--- src/rtl/core/nlt_pkg.sv ---
`timescale 1ns / 1ps
// Package for the neighbor liveness table: field widths, opcode and event
// codes, table entry and result layouts, controller states and the
// command/status groups between controller and datapath. No dependencies.
package nlt_pkg;

  localparam int KEY_W  = 16;
  localparam int RID_W  = 6;
  localparam int TIME_W = 32;
  localparam int MISS_W = 8;

  localparam int IN_TDATA_W  = 56;
  localparam int OUT_TDATA_W = 64;

  localparam logic [TIME_W-1:0] TIMEOUT_RESET = 32'd120000;
  localparam logic [MISS_W-1:0] MISS_MAX      = 8'hFF;

  typedef enum logic [1:0] {
    OP_HEARD    = 2'd0,
    OP_REATTACH = 2'd1,
    OP_TICK     = 2'd2,
    OP_QUERY    = 2'd3
  } op_e;

  typedef enum logic [1:0] {
    EV_REATTACH = 2'd0,
    EV_LOST     = 2'd1,
    EV_QUERY    = 2'd2,
    EV_FULL     = 2'd3
  } ev_e;

  typedef enum logic [1:0] {
    S_IDLE = 2'd0,
    S_SCAN = 2'd1,
    S_FIN  = 2'd2
  } state_e;

  typedef struct packed {
    logic [KEY_W-1:0]  key;
    logic [RID_W-1:0]  router;
    logic [TIME_W-1:0] heard_ms;
    logic              reachable;
    logic [MISS_W-1:0] missed;
  } entry_t;

  typedef struct packed {
    ev_e               ev;
    logic [KEY_W-1:0]  key;
    logic [RID_W-1:0]  router;
    logic [TIME_W-1:0] recovery;
    logic [MISS_W-1:0] missed;
    logic              reachable;
    logic              last;
  } res_t;

  typedef struct packed {
    logic load;
    logic step;
    logic finish;
  } cmd_t;

  typedef struct packed {
    logic stall;
    logic last_slot;
    logic fin_ready;
  } status_t;

endpackage

--- src/rtl/core/nlt_ram.sv ---
`timescale 1ns / 1ps
// Generic single-write, single-read RAM with registered read data.
// No dependencies.
module nlt_ram #(
  parameter int WIDTH = 8,
  parameter int DEPTH = 32,
  parameter int AW    = (DEPTH > 1) ? $clog2(DEPTH) : 1
) (
  input  logic             clk_i,
  input  logic             wr_en_i,
  input  logic [AW-1:0]    wr_addr_i,
  input  logic [WIDTH-1:0] wr_data_i,
  input  logic             rd_en_i,
  input  logic [AW-1:0]    rd_addr_i,
  output logic [WIDTH-1:0] rd_data_o
);

  logic [WIDTH-1:0] mem_q [DEPTH];
  logic [WIDTH-1:0] rd_data_q;

  always_ff @(posedge clk_i) begin
    if (wr_en_i) begin
      mem_q[wr_addr_i] <= wr_data_i;
    end
    if (rd_en_i) begin
      rd_data_q <= mem_q[rd_addr_i];
    end
  end

  assign rd_data_o = rd_data_q;

endmodule

--- src/rtl/core/nlt_ctrl.sv ---
`timescale 1ns / 1ps
// Controller for the neighbor liveness table: sequences load, slot scan and
// finish of one item. Depends on nlt_pkg.
module nlt_ctrl (
  input  logic             clk_i,
  input  logic             rst_ni,
  input  logic             in_valid_i,
  output logic             in_ready_o,
  output nlt_pkg::cmd_t    cmd_o,
  input  nlt_pkg::status_t st_i
);
  import nlt_pkg::*;

  state_e state_q, state_d;

  always_ff @(posedge clk_i or negedge rst_ni) begin
    if (!rst_ni) begin
      state_q <= S_IDLE;
    end else begin
      state_q <= state_d;
    end
  end

  always_comb begin
    state_d    = state_q;
    cmd_o      = '0;
    in_ready_o = 1'b0;
    case (state_q)
      S_IDLE: begin
        in_ready_o = 1'b1;
        if (in_valid_i) begin
          cmd_o.load = 1'b1;
          state_d    = S_SCAN;
        end
      end
      S_SCAN: begin
        // hold the slot while a lost result waits for room
        if (!st_i.stall) begin
          cmd_o.step = 1'b1;
          if (st_i.last_slot) begin
            state_d = S_FIN;
          end
        end
      end
      S_FIN: begin
        if (st_i.fin_ready) begin
          cmd_o.finish = 1'b1;
          state_d      = S_IDLE;
        end
      end
      default: begin
        state_d = S_IDLE;
      end
    endcase
  end

endmodule

--- src/rtl/core/nlt_datapath.sv ---
`timescale 1ns / 1ps
// Datapath for the neighbor liveness table: item and timeout registers, entry
// RAM, valid bits, scan bookkeeping and the result registers.
// Depends on nlt_pkg and nlt_ram.
module nlt_datapath #(
  parameter int NEIGHBOR_SLOTS = 32
) (
  input  logic                         clk_i,
  input  logic                         rst_ni,
  input  nlt_pkg::op_e                 op_i,
  input  logic [nlt_pkg::KEY_W-1:0]    key_i,
  input  logic [nlt_pkg::RID_W-1:0]    rid_i,
  input  logic [nlt_pkg::TIME_W-1:0]   now_i,
  input  logic                         cfg_valid_i,
  input  logic [nlt_pkg::TIME_W-1:0]   cfg_data_i,
  input  nlt_pkg::cmd_t                cmd_i,
  output nlt_pkg::status_t             st_o,
  input  logic                         out_ready_i,
  output logic                         out_valid_o,
  output nlt_pkg::res_t                out_res_o
);
  import nlt_pkg::*;

  localparam int IdxW = (NEIGHBOR_SLOTS > 1) ? $clog2(NEIGHBOR_SLOTS) : 1;
  localparam logic [IdxW-1:0] LastIdx = IdxW'(NEIGHBOR_SLOTS - 1);
  localparam int EntW = $bits(entry_t);

  // item and configuration
  op_e               op_q;
  logic [KEY_W-1:0]  key_q;
  logic [RID_W-1:0]  rid_q;
  logic [TIME_W-1:0] now_q;
  logic [TIME_W-1:0] timeout_q;

  // scan bookkeeping
  logic [NEIGHBOR_SLOTS-1:0] valid_q;
  logic [IdxW-1:0]           idx_q;
  logic                      found_q;
  logic [IdxW-1:0]           found_slot_q;
  entry_t                    found_ent_q;
  logic                      free_v_q;
  logic [IdxW-1:0]           free_slot_q;
  logic                      hold_v_q;
  res_t                      hold_q;

  // output register
  logic out_valid_q;
  res_t out_q;

  // RAM ports
  logic            rd_en, wr_en;
  logic [IdxW-1:0] rd_addr, wr_addr;
  logic [EntW-1:0] rd_data;
  entry_t          wr_ent;

  entry_t            cur;
  logic              cur_valid, hit, aged, last_slot, out_free;
  logic [TIME_W-1:0] silence;
  logic [MISS_W-1:0] miss_inc;
  res_t              lost_res, fin_res, push_res;
  logic              fin_emit, fin_wr, fin_new, push;
  entry_t            fin_ent;
  logic [IdxW-1:0]   fin_slot;

  nlt_ram #(
    .WIDTH (EntW),
    .DEPTH (NEIGHBOR_SLOTS),
    .AW    (IdxW)
  ) u_ram (
    .clk_i     (clk_i),
    .wr_en_i   (wr_en),
    .wr_addr_i (wr_addr),
    .wr_data_i (EntW'(wr_ent)),
    .rd_en_i   (rd_en),
    .rd_addr_i (rd_addr),
    .rd_data_o (rd_data)
  );

  assign cur       = entry_t'(rd_data);
  assign last_slot = (idx_q == LastIdx);
  assign cur_valid = valid_q[idx_q];
  assign hit       = cur_valid && (cur.key == key_q);
  assign silence   = now_q - cur.heard_ms;
  assign aged      = (op_q == OP_TICK) && cur_valid && cur.reachable &&
                     (silence > timeout_q);
  assign miss_inc  = (cur.missed == MISS_MAX) ? cur.missed : cur.missed + 1'b1;
  assign out_free  = !out_valid_q || out_ready_i;

  assign rd_en   = cmd_i.load || (cmd_i.step && !last_slot);
  assign rd_addr = cmd_i.load ? '0 : idx_q + 1'b1;

  always_comb begin
    lost_res           = '0;
    lost_res.ev        = EV_LOST;
    lost_res.key       = cur.key;
    lost_res.router    = cur.router;
    lost_res.missed    = miss_inc;
  end

  // finishing action per opcode
  always_comb begin
    fin_res   = '0;
    fin_res.key  = key_q;
    fin_res.last = 1'b1;
    fin_emit  = 1'b0;
    fin_wr    = 1'b0;
    fin_new   = 1'b0;
    fin_slot  = found_slot_q;
    fin_ent.key        = key_q;
    fin_ent.router     = found_ent_q.router;
    fin_ent.heard_ms   = now_q;
    fin_ent.reachable  = 1'b1;
    fin_ent.missed     = '0;
    case (op_q)
      OP_HEARD: begin
        if (found_q) begin
          fin_wr = 1'b1;
          if (!found_ent_q.reachable) begin
            fin_emit          = 1'b1;
            fin_res.ev        = EV_REATTACH;
            fin_res.router    = found_ent_q.router;
            fin_res.recovery  = now_q - found_ent_q.heard_ms;
            fin_res.reachable = 1'b1;
          end
        end else if (free_v_q) begin
          fin_wr         = 1'b1;
          fin_new        = 1'b1;
          fin_slot       = free_slot_q;
          fin_ent.router = rid_q;
        end else begin
          fin_emit   = 1'b1;
          fin_res.ev = EV_FULL;
        end
      end
      OP_REATTACH: begin
        fin_wr            = found_q;
        fin_emit          = 1'b1;
        fin_res.ev        = EV_REATTACH;
        fin_res.router    = found_q ? found_ent_q.router : '0;
        fin_res.reachable = found_q;
      end
      OP_QUERY: begin
        fin_emit          = 1'b1;
        fin_res.ev        = EV_QUERY;
        fin_res.router    = found_q ? found_ent_q.router : '0;
        fin_res.reachable = found_q && found_ent_q.reachable;
      end
      OP_TICK: begin
        // release the held lost result, now known to be the final one
        fin_emit     = hold_v_q;
        fin_res      = hold_q;
        fin_res.last = 1'b1;
      end
      default: begin
        fin_emit = 1'b0;
      end
    endcase
  end

  always_comb begin
    wr_en   = 1'b0;
    wr_addr = fin_slot;
    wr_ent  = fin_ent;
    if (cmd_i.step && aged) begin
      wr_en            = 1'b1;
      wr_addr          = idx_q;
      wr_ent           = cur;
      wr_ent.reachable = 1'b0;
      wr_ent.missed    = miss_inc;
    end else if (cmd_i.finish && fin_wr) begin
      wr_en = 1'b1;
    end
  end

  assign push     = (cmd_i.step && aged && hold_v_q) || (cmd_i.finish && fin_emit);
  assign push_res = cmd_i.finish ? fin_res : hold_q;

  assign st_o.stall     = aged && hold_v_q && !out_free;
  assign st_o.last_slot = last_slot;
  assign st_o.fin_ready = out_free || !fin_emit;

  always_ff @(posedge clk_i or negedge rst_ni) begin
    if (!rst_ni) begin
      timeout_q   <= TIMEOUT_RESET;
      valid_q     <= '0;
      idx_q       <= '0;
      found_q     <= 1'b0;
      free_v_q    <= 1'b0;
      hold_v_q    <= 1'b0;
      out_valid_q <= 1'b0;
    end else begin
      if (cfg_valid_i) begin
        timeout_q <= cfg_data_i;
      end
      if (cmd_i.load) begin
        idx_q    <= '0;
        found_q  <= 1'b0;
        free_v_q <= 1'b0;
        hold_v_q <= 1'b0;
      end
      if (cmd_i.step) begin
        if (!last_slot) begin
          idx_q <= idx_q + 1'b1;
        end
        if (hit && !found_q) begin
          found_q <= 1'b1;
        end
        if (!cur_valid && !free_v_q) begin
          free_v_q <= 1'b1;
        end
        if (aged) begin
          hold_v_q <= 1'b1;
        end
      end
      if (cmd_i.finish) begin
        hold_v_q <= 1'b0;
        if (fin_new) begin
          valid_q[free_slot_q] <= 1'b1;
        end
      end
      if (push) begin
        out_valid_q <= 1'b1;
      end else if (out_ready_i) begin
        out_valid_q <= 1'b0;
      end
    end
  end

  // payload registers
  always_ff @(posedge clk_i) begin
    if (cmd_i.load) begin
      op_q  <= op_i;
      key_q <= key_i;
      rid_q <= rid_i;
      now_q <= now_i;
    end
    if (cmd_i.step) begin
      if (hit && !found_q) begin
        found_slot_q <= idx_q;
        found_ent_q  <= cur;
      end
      if (!cur_valid && !free_v_q) begin
        free_slot_q <= idx_q;
      end
      if (aged) begin
        hold_q <= lost_res;
      end
    end
    if (push) begin
      out_q <= push_res;
    end
  end

  assign out_valid_o = out_valid_q;
  assign out_res_o   = out_q;

endmodule

--- src/rtl/core/neighbor_liveness_table.sv ---
`timescale 1ns / 1ps
// Top level of the neighbor liveness table: stream ports and packing around
// the controller and datapath. Depends on nlt_pkg, nlt_ctrl, nlt_datapath.
//
// Each accepted item walks all NEIGHBOR_SLOTS table entries, one entry per
// cycle through the registered read port of the entry RAM while no lost
// result is stalled, then makes its final update and result in the finish
// state. A new input transfer is taken only once the block is back in idle,
// so items do not overlap. A tick that ages several neighbors is held while
// its lost results wait on m_axis_tready; one result may wait in the output
// register while the next item is taken. Results come out on the master side
// with the event code in tuser and tlast on the final result of each item;
// heard on a known, reachable neighbor, a new neighbor, or a tick that ages
// nothing produce no result. The valid bits clear at reset, so no clearing
// pass is needed. The timeout register may be written at any time the block
// is idle.
module neighbor_liveness_table #(
  parameter int NEIGHBOR_SLOTS = 32
) (
  input  logic                               clk_i,
  input  logic                               rst_ni,
  input  logic                               s_axis_tvalid,
  output logic                               s_axis_tready,
  // node_id [15:0], rtr_id [21:16], now_ms [53:22], zero [55:54]
  input  logic [nlt_pkg::IN_TDATA_W-1:0]     s_axis_tdata,
  // opcode [1:0]
  input  logic [1:0]                         s_axis_tuser,
  output logic                               m_axis_tvalid,
  input  logic                               m_axis_tready,
  // node_key [15:0], router_num [21:16], recovery_ms [53:22],
  // missed_count [61:54], is_reachable [62], zero [63]
  output logic [nlt_pkg::OUT_TDATA_W-1:0]    m_axis_tdata,
  // event_res [1:0]
  output logic [1:0]                         m_axis_tuser,
  output logic                               m_axis_tlast,
  input  logic                               cfg_valid_i,
  output logic                               cfg_ready_o,
  input  logic [nlt_pkg::TIME_W-1:0]         cfg_data_i
);
  import nlt_pkg::*;

  cmd_t    cmd;
  status_t st;
  res_t    res;

  nlt_ctrl u_ctrl (
    .clk_i      (clk_i),
    .rst_ni     (rst_ni),
    .in_valid_i (s_axis_tvalid),
    .in_ready_o (s_axis_tready),
    .cmd_o      (cmd),
    .st_i       (st)
  );

  nlt_datapath #(
    .NEIGHBOR_SLOTS (NEIGHBOR_SLOTS)
  ) u_dp (
    .clk_i       (clk_i),
    .rst_ni      (rst_ni),
    .op_i        (op_e'(s_axis_tuser)),
    .key_i       (s_axis_tdata[15:0]),
    .rid_i       (s_axis_tdata[21:16]),
    .now_i       (s_axis_tdata[53:22]),
    .cfg_valid_i (cfg_valid_i),
    .cfg_data_i  (cfg_data_i),
    .cmd_i       (cmd),
    .st_o        (st),
    .out_ready_i (m_axis_tready),
    .out_valid_o (m_axis_tvalid),
    .out_res_o   (res)
  );

  assign cfg_ready_o  = 1'b1;
  assign m_axis_tuser = res.ev;
  assign m_axis_tlast = res.last;
  assign m_axis_tdata = {1'b0, res.reachable, res.missed, res.recovery,
                         res.router, res.key};

endmodule

--- config.mk ---
export PLATFORM = sky130hd
export DESIGN_NAME = neighbor_liveness_table
export DESIGN_NICKNAME = d
export VERILOG_FILES = /design/src/rtl/core/nlt_pkg.sv /design/src/rtl/core/nlt_ram.sv /design/src/rtl/core/nlt_ctrl.sv /design/src/rtl/core/nlt_datapath.sv /design/src/rtl/core/neighbor_liveness_table.sv
export SDC_FILE = /design/constraint.sdc
export NUM_CORES = 2
export LEC_CHECK = 0
export ABC_AREA = 1
export BUFFER_PORTS_ARGS = -buffer_cell sky130_fd_sc_hd__buf_2
export CAP_MARGIN = 20
export CORE_MARGIN = 8
export CORE_UTILIZATION = 40
export CTS_CLUSTER_SIZE = 8
export DETAILED_ROUTE_END_ITERATION = 7
export SYNTH_ARGS = -nofsm -noshare
export SYNTH_HDL_FRONTEND = slang
export SYNTH_SLANG_ARGS = --single-unit
export TNS_END_PERCENT = 50
--- constraint.sdc ---
create_clock -name clk_i -period 17 [get_ports clk_i]
set_input_delay 0 -clock clk_i [delete_from_list [all_inputs] [get_ports clk_i]]
set_output_delay 0 -clock clk_i [all_outputs]
set_load 0.1 [all_outputs]
# Yosys cells after proc, flatten, opt, wreduce, memory -nomap -nowiden
# Memory sizes are Yosys's and may differ from the RTL's. A register that Yosys moved wholly into a read port is not among the register bits.
# Cells that the tools add are included.
# op_classes
addsub,4
n_mux,67
reduce_logical,36
eq_ne,12
n_lt_le_gt_ge,4
bitwise,4
# ops
op,count
$mux 38,2
$mux 64,1
$sub 32x32->32,2
$mux 63,1
$mux 5,8
$mux 1,33
$gt 32x32->1,1
$mux 32,1
$or 32x32->32,1
$mux 6,4
$pmux 6 s3,1
$eq 16x16->1,1
$mux 16,1
$mux 8,2
$logic_and 1x1->1,15
$lt 5x6->1 const B,2
$mux 2,6
$add 8x1->8 const B,1
$eq 8x8->1 const B,1
$pmux 2 s4,1
$reduce_and 2->1,4
$logic_not 1->1,7
$eq 2x2->1 const B,3
$ne 2x2->1 const B,3
other kinds (18),25
# totals
ram_bits,2016
input_bits,95
word_cells,155
memories,1
out_inout_bits,70
regBits,276
# mem_list
memory,words,width,read_ports,rd_clocked_by_memory_dff,wr,line_no,text
u_dp.u_ram.mem_q,32,63,1,1,1,nlt_ram.sv:18,logic [WIDTH-1:0] mem_q [DEPTH];

# Logic depth before layout (Yosys ltp)
# depth
ltp_word,13
mapped_depth,30
ltp_nobuf,30

# By module
# From an unflattened synthesis, not the netlist that was laid out.
# hier_totals
hier_cells,8532
hier_area_um2,98443.2
# by_module_without_submodules
mod,cells_per_inst,instances,seq_area_each_um2,area_each_um2
nlt_ram,6657,1,62429.9,82307.7
nlt_datapath,1851,1,7871.3,15987.8
nlt_ctrl,20,1,50.0,125.1
neighbor_liveness_table,4,1,0.0,22.5

# Worst setup path after synthesis
# OpenSTA, ideal clock, no wires.
# synth_path
path_type,reg2reg
from,reg u_dp.now_q[0]
to,"reg u_dp.out_q (netlist bit u_dp.out_res_o[0]), enable pin"
slack_ps,9925
stages_incl_launch_ff,25
synth_period_minus_slack_ps,7075
arrival_ps,6561
path_buffers,1
t_required_ps,16486
setup_time_ps,514
path_cell_list,edfxtp_1 inv_1 ha_1 inv_1 fa_1 nand3_1 nand2_1 a31oi_1 o21ai_0 nand2_1 nand2_1 a21boi_0 o21ai_0 xor2_1 ha_1 nand2_1 nor2_1 nand4_1 nor2_1 nor2_1 nand3_2 nor2_4 o211ai_2 buf_4 o22ai_1
# synth_between
elab_chain_cells,10
# synth_rtl
item,line_no,text
"start, declared",nlt_datapath.sv:32,logic [TIME_W-1:0] now_q;
"start signal, assigned",nlt_datapath.sv:235,now_q <= now_i;
$sub 32x32->32 (*),nlt_datapath.sv:83,assign silence = now_q - cur.heard_ms;
$gt 32x32->1 (*),nlt_datapath.sv:85,(silence > timeout_q);
$logic_and 1x1->1 (*),nlt_datapath.sv:84,assign aged = (op_q == OP_TICK) && cur_valid && cur.reachable &&
$logic_and 1x1->1 (2 in series),nlt_datapath.sv:178,assign st_o.stall = aged && hold_v_q && !out_free;
$mux 1,nlt_ctrl.sv:38,if (!st_i.stall) begin
$mux 1,nlt_ctrl.sv:28,case (state_q)
$logic_and 1x1->1 (*) (2 in series),nlt_datapath.sv:175,assign push = (cmd_i.step && aged && hold_v_q) || (cmd_i.finish && fin_emit);
$logic_or 1x1->1 (*),nlt_datapath.sv:175,
named net u_dp.push,nlt_datapath.sv:61,"logic fin_emit, fin_wr, fin_new, push;"
"end signal, assigned",nlt_datapath.sv:250,out_q <= push_res;
"end, declared",nlt_datapath.sv:48,res_t out_q;
# The timed path passes the listed nets; every way through them passes the cells marked *.
# A chain may end at the register's enable or synchronous reset.

# Final worst setup path
# layout_path
from,reg u_dp.now_q[0]
to,"mem u_dp.u_ram.mem_q[3][48] in the netlist's numbering, enable pin"
# layout_between
elab_chain_cells,11
word_cells_on_any_way,12
cone_classes,add/sub (1); order compare (1); mux (6); reduce/logical (4)
# layout_rtl
item,line_no,text
$sub 32x32->32 (*),nlt_datapath.sv:83,
$gt 32x32->1 (*),nlt_datapath.sv:85,
$logic_and 1x1->1 (*),nlt_datapath.sv:84,
$logic_and 1x1->1 (2 in series),nlt_datapath.sv:178,
$mux 1,nlt_ctrl.sv:38,
$mux 1,nlt_ctrl.sv:28,
$logic_and 1x1->1 (*),nlt_datapath.sv:164,if (cmd_i.step && aged) begin
$mux 1,nlt_datapath.sv:164,
$mux 1,nlt_ram.sv:22,if (wr_en_i) begin
$mux 1 (not written as such),nlt_ram.sv:23,mem_q[wr_addr_i] <= wr_data_i;
"end, declared",nlt_ram.sv:18,
# Every way passes the cells marked *; elsewhere a longest branch is shown, timed or not.

==> impl_metrics.py <==
metrics = {
    "drt": {
        "routedWlPerCell_um": 25.0,
        "vias_per_cell": 5.68,
        "drtPass1Iterations": 7,
        "vias": 64100,
        "wl_um": 282000,
        "drc_errors": 0,
        "ant_nets": 0,
        "drt_iter0_drc": 7473,
    },
    "die": {
        "ioPinCount": 165,
        "initial_core_util_pct": 40.2,
        "core_um2": 243000,
        "fp.dieW_um": 510,
        "die_y_um": 510,
        "die_area_um2": 260000,
        "rows": 181,
    },
    "clock_network": {
        "post_cts_buffers": 0,
        "clk_path_buf_depth": 4,
        "numCtsBuffers": 345,
        "clockRootBuffer": "clkbuf_16",
        "holdBufCountCts": 247,
        "clk_pin_slew_ns": 0.06,
        "cts_resized": 0,
        "cts.sinks": 2355,
        "cts_htree_levels": 5,
        "cts_tree": "yes",
        "clk_latency_ns": 0.95,
    },
    "worst_hold_path": {
        "hold_start": "s_axis_tvalid",
        "whs_endpoint": "u_dp.hold_v_q$_DFF_PN0_",
        "hold_path.class": "primary input to flip-flop",
        "whs_path_depth": 5,
    },
    "global_route": {
        "grt_pass1_vias": 63100,
        "overflow": 0,
        "grt_max_degree": 188,
        "antenna_found_initial": 7,
        "use_met2_pct": 34.8,
        "grt_pass1_wl_um": 413000,
        "grt_usage_pct": 21.0,
        "met3_usage_pct": 3.13,
        "grt-busiest-layer": "met2",
        "grtUsageMet1_pct": 28.2,
    },
    "sta": {
        "whs_ns": 0.119,
        "layout_worst_path_cycle_share_pct": 51.0,
        "tightest_slew_ns": 1.15,
        "slew_viol_final": 0,
        "setup_viol": 0,
        "relSlewSlack_pct": 23.2,
        "timing.final.ws_setup_ns": 8.32,
        "fmax_mhz": 115,
        "min_period_ns": 8.68,
        "clock_skew_ns": 0.0673,
        "rsz0062_at_grt": "false",
        "tns_ns": 0,
        "hold_viol": 0,
    },
    "yosys": {
        "synth_top_area_cell": "edfxtp_1",
        "synth.most_common_cell": "edfxtp_1",
        "avgSynthCellArea_um2": 12.9,
        "yosys_warnings": 0,
        "synthDistinctLibCells": 62,
        "synth_edf_count": 2280,
        "ys.flop_type": "edfxtp_1",
        "synthArstFlopShare_pct": 3.18,
        "synth-seq-area-share_pct": 72.0,
        "syn-cell-area_um2": 97700,
        "synth_cells": 7555,
        "ys_top_cells_by_count": "edfxtp_1, nand2_1, nor2_1",
        "synth_top_area_share_pct": 70.0,
        "synth_seq_cells": 2355,
        "synthTopCellsByArea": "edfxtp_1, nand2_1, or2_2",
        "synthesis.nets": 7749,
    },
    "placement": {
        "placed_area_um2": 102000,
        "dp_hpwl_um": 148000,
        "gp_congestion": 0.892,
        "port-buffer-count": 160,
        "pre_cts_ws_ns": 8.25,
    },
    "setup_path": {
        "slowest_delay_ns": 0.85,
        "crit_family": "buffers and inverters",
        "r2r_cells": 29,
        "r2r_end": "u_dp.u_ram.mem_q[3][48]$_DFFE_PP_",
        "critPathMaxFanout": 67,
        "critPathMostFrequentCell": "nand2_1",
        "r2r_setup_slack_ns": 8.32,
        "cp_data_required_time_ns": 17.53,
        "cp.arrival_ns": 9.21,
        "cp.buffers_inverters": 6,
        "regToRegStartpoint": "u_dp.now_q[0]$_DFFE_PP_",
        "worst_setup_path_end_kind": "flip-flop",
        "crit_path_top_delay_cell": "nor2_4",
        "start_kind": "flip-flop",
        "worst-setup-path-type": "flip-flop to flip-flop",
    },
    "power_and_ir_drop": {
        "p_leak_nw": 39.7,
        "ir_drop_v": 0.000194,
        "seq_power_share_pct": 35.0,
        "swShare_pct": 37.6,
        "intPower_w": 0.0126,
        "power_density_nw_per_um2": 177,
        "pwr-share-comb_pct": 35.8,
        "p_sw_w": 0.00762,
        "p_clk_share_pct": 29.3,
    },
    "finish": {
        "syn_to_final_growth_pct": 16.7,
        "seq_area_um2": 70400,
        "nFillCells": 21000,
        "drive_gt1_share_pct": 15.1,
        "multiInputGateArea_um2": 24500,
        "fin_area_um2": 114000,
        "finalNetCount": 8216,
    },
    "flow_run": {
        "cap_violations": 0,
    },
    "outcome": {
        "status": "finished clean",
    },
}
[final cells by class]
class                   instances  area share (%)
well taps                    3202            3.51
repair buffers                590            4.32
flip-flops and latches       2355            61.7
multi-input cells            4394            21.5
inverters                     336            1.14
clock buffers                 396            7.84
diodes                          3         0.00658
clock inverters                 7          0.0778
[registers in the layout (all words and copies together) (netlist names), 2 cells and up]
register,count
u_dp.found_ent_q,39
u_dp.out_res_o,66
u_dp.rid_q,6
u_dp.u_ram.rd_data_o,63
u_dp.valid_q,32
u_dp.timeout_q,32
u_dp.free_slot_q,5
u_ctrl.state_q,2
u_dp.u_ram.mem_q,2016
u_dp.now_q,32
u_dp.op_q,2
u_dp.hold_q,30
u_dp.idx_q,5
u_dp.found_slot_q,5
u_dp.key_q,16
[cell families after synthesis]
family / synth area share, %
compound gates: 12.2
xor+xnor: 0.385
fa+ha+maj: 1.28
buf+inv: 3.50
flops: 72.0
mux: 0.0115
other cells: 0.00768
simple gates: 10.6
[tightest hold or removal path, stage by stage]
cell	delay [ns]
dlygate4sd3_1	0.53
buf_2	0.19
nand2_8	0.13
nand2_1	0.08
a21oi_1	0.07
[worst max path at each step]
stage                            startpoint  slack, ns                           endpoint  cells past startpoint
finish              u_dp.now_q[0]$_DFFE_PP_       8.32  u_dp.u_ram.mem_q[3][48]$_DFFE_PP_                     29
global route        u_dp.now_q[0]$_DFFE_PP_       7.70  u_dp.u_ram.mem_q[3][48]$_DFFE_PP_                     29
CTS                 u_dp.now_q[0]$_DFFE_PP_       8.20  u_dp.u_ram.mem_q[2][44]$_DFFE_PP_                     29
detailed placement  u_dp.now_q[0]$_DFFE_PP_       8.25   u_dp.u_ram.mem_q[3][2]$_DFFE_PP_                     29
global placement    u_dp.now_q[2]$_DFFE_PP_       8.23  u_dp.u_ram.mem_q[2][37]$_DFFE_PP_                     29
floorplan           u_dp.now_q[0]$_DFFE_PP_       9.93    u_dp.out_res_o[0]$_SDFFCE_PP1P_                     24
[layer usage]
metal	vias to the layer above	wire (um)
li1	28700	-
met1	32000	117000
met2	2808	134000
met3	573	21000
met4	0	10900
met5	-	0
[cells in the final DEF, fill, tap and decap left out, types with 13 or more instances in the layout]
cell and n:
a211oi_1 140, a21oi_1 392, a311oi_1 106, a31oi_1 26, buf_2 159, buf_4 154
buf_8 20, clkbuf_1 45, clkbuf_16 350, dfrtp_1 68, dlygate4sd3_1 246, edfxtp_1 2280
ha_1 97, inv_1 326, nand2_1 1264, nand3_1 143, nor2_1 508, nor2_4 37
nor3_1 15, o2111ai_1 13, o211ai_1 236, o21ai_0 345, o21ai_1 62, o21ai_2 32
o21bai_1 36, o22ai_1 116, o311ai_0 124, o31ai_1 141, or2_2 403, xor2_1 32
[per-stage QoR]
step	total power, W	std cells	utilization, %
floorplan	0.0120	7555	-
global placement	0.0142	10600	42.0
detailed placement	0.0143	10600	42.1
CTS	0.0202	11300	46.8
global route	0.0212	11300	46.9
finish	0.0202	11300	46.9
[power groups by stage]
stage	clock network (W)	registers (W)	logic, W
global placement	0	0.00718	0.00698
finish	0.00592	0.00708	0.00724
global route	0.00623	0.00709	0.00787
CTS	0.00601	0.00708	0.00715
detailed placement	0	0.00718	0.00708
floorplan	0	0.00726	0.00473
Power figures use the tool's default switching activity.
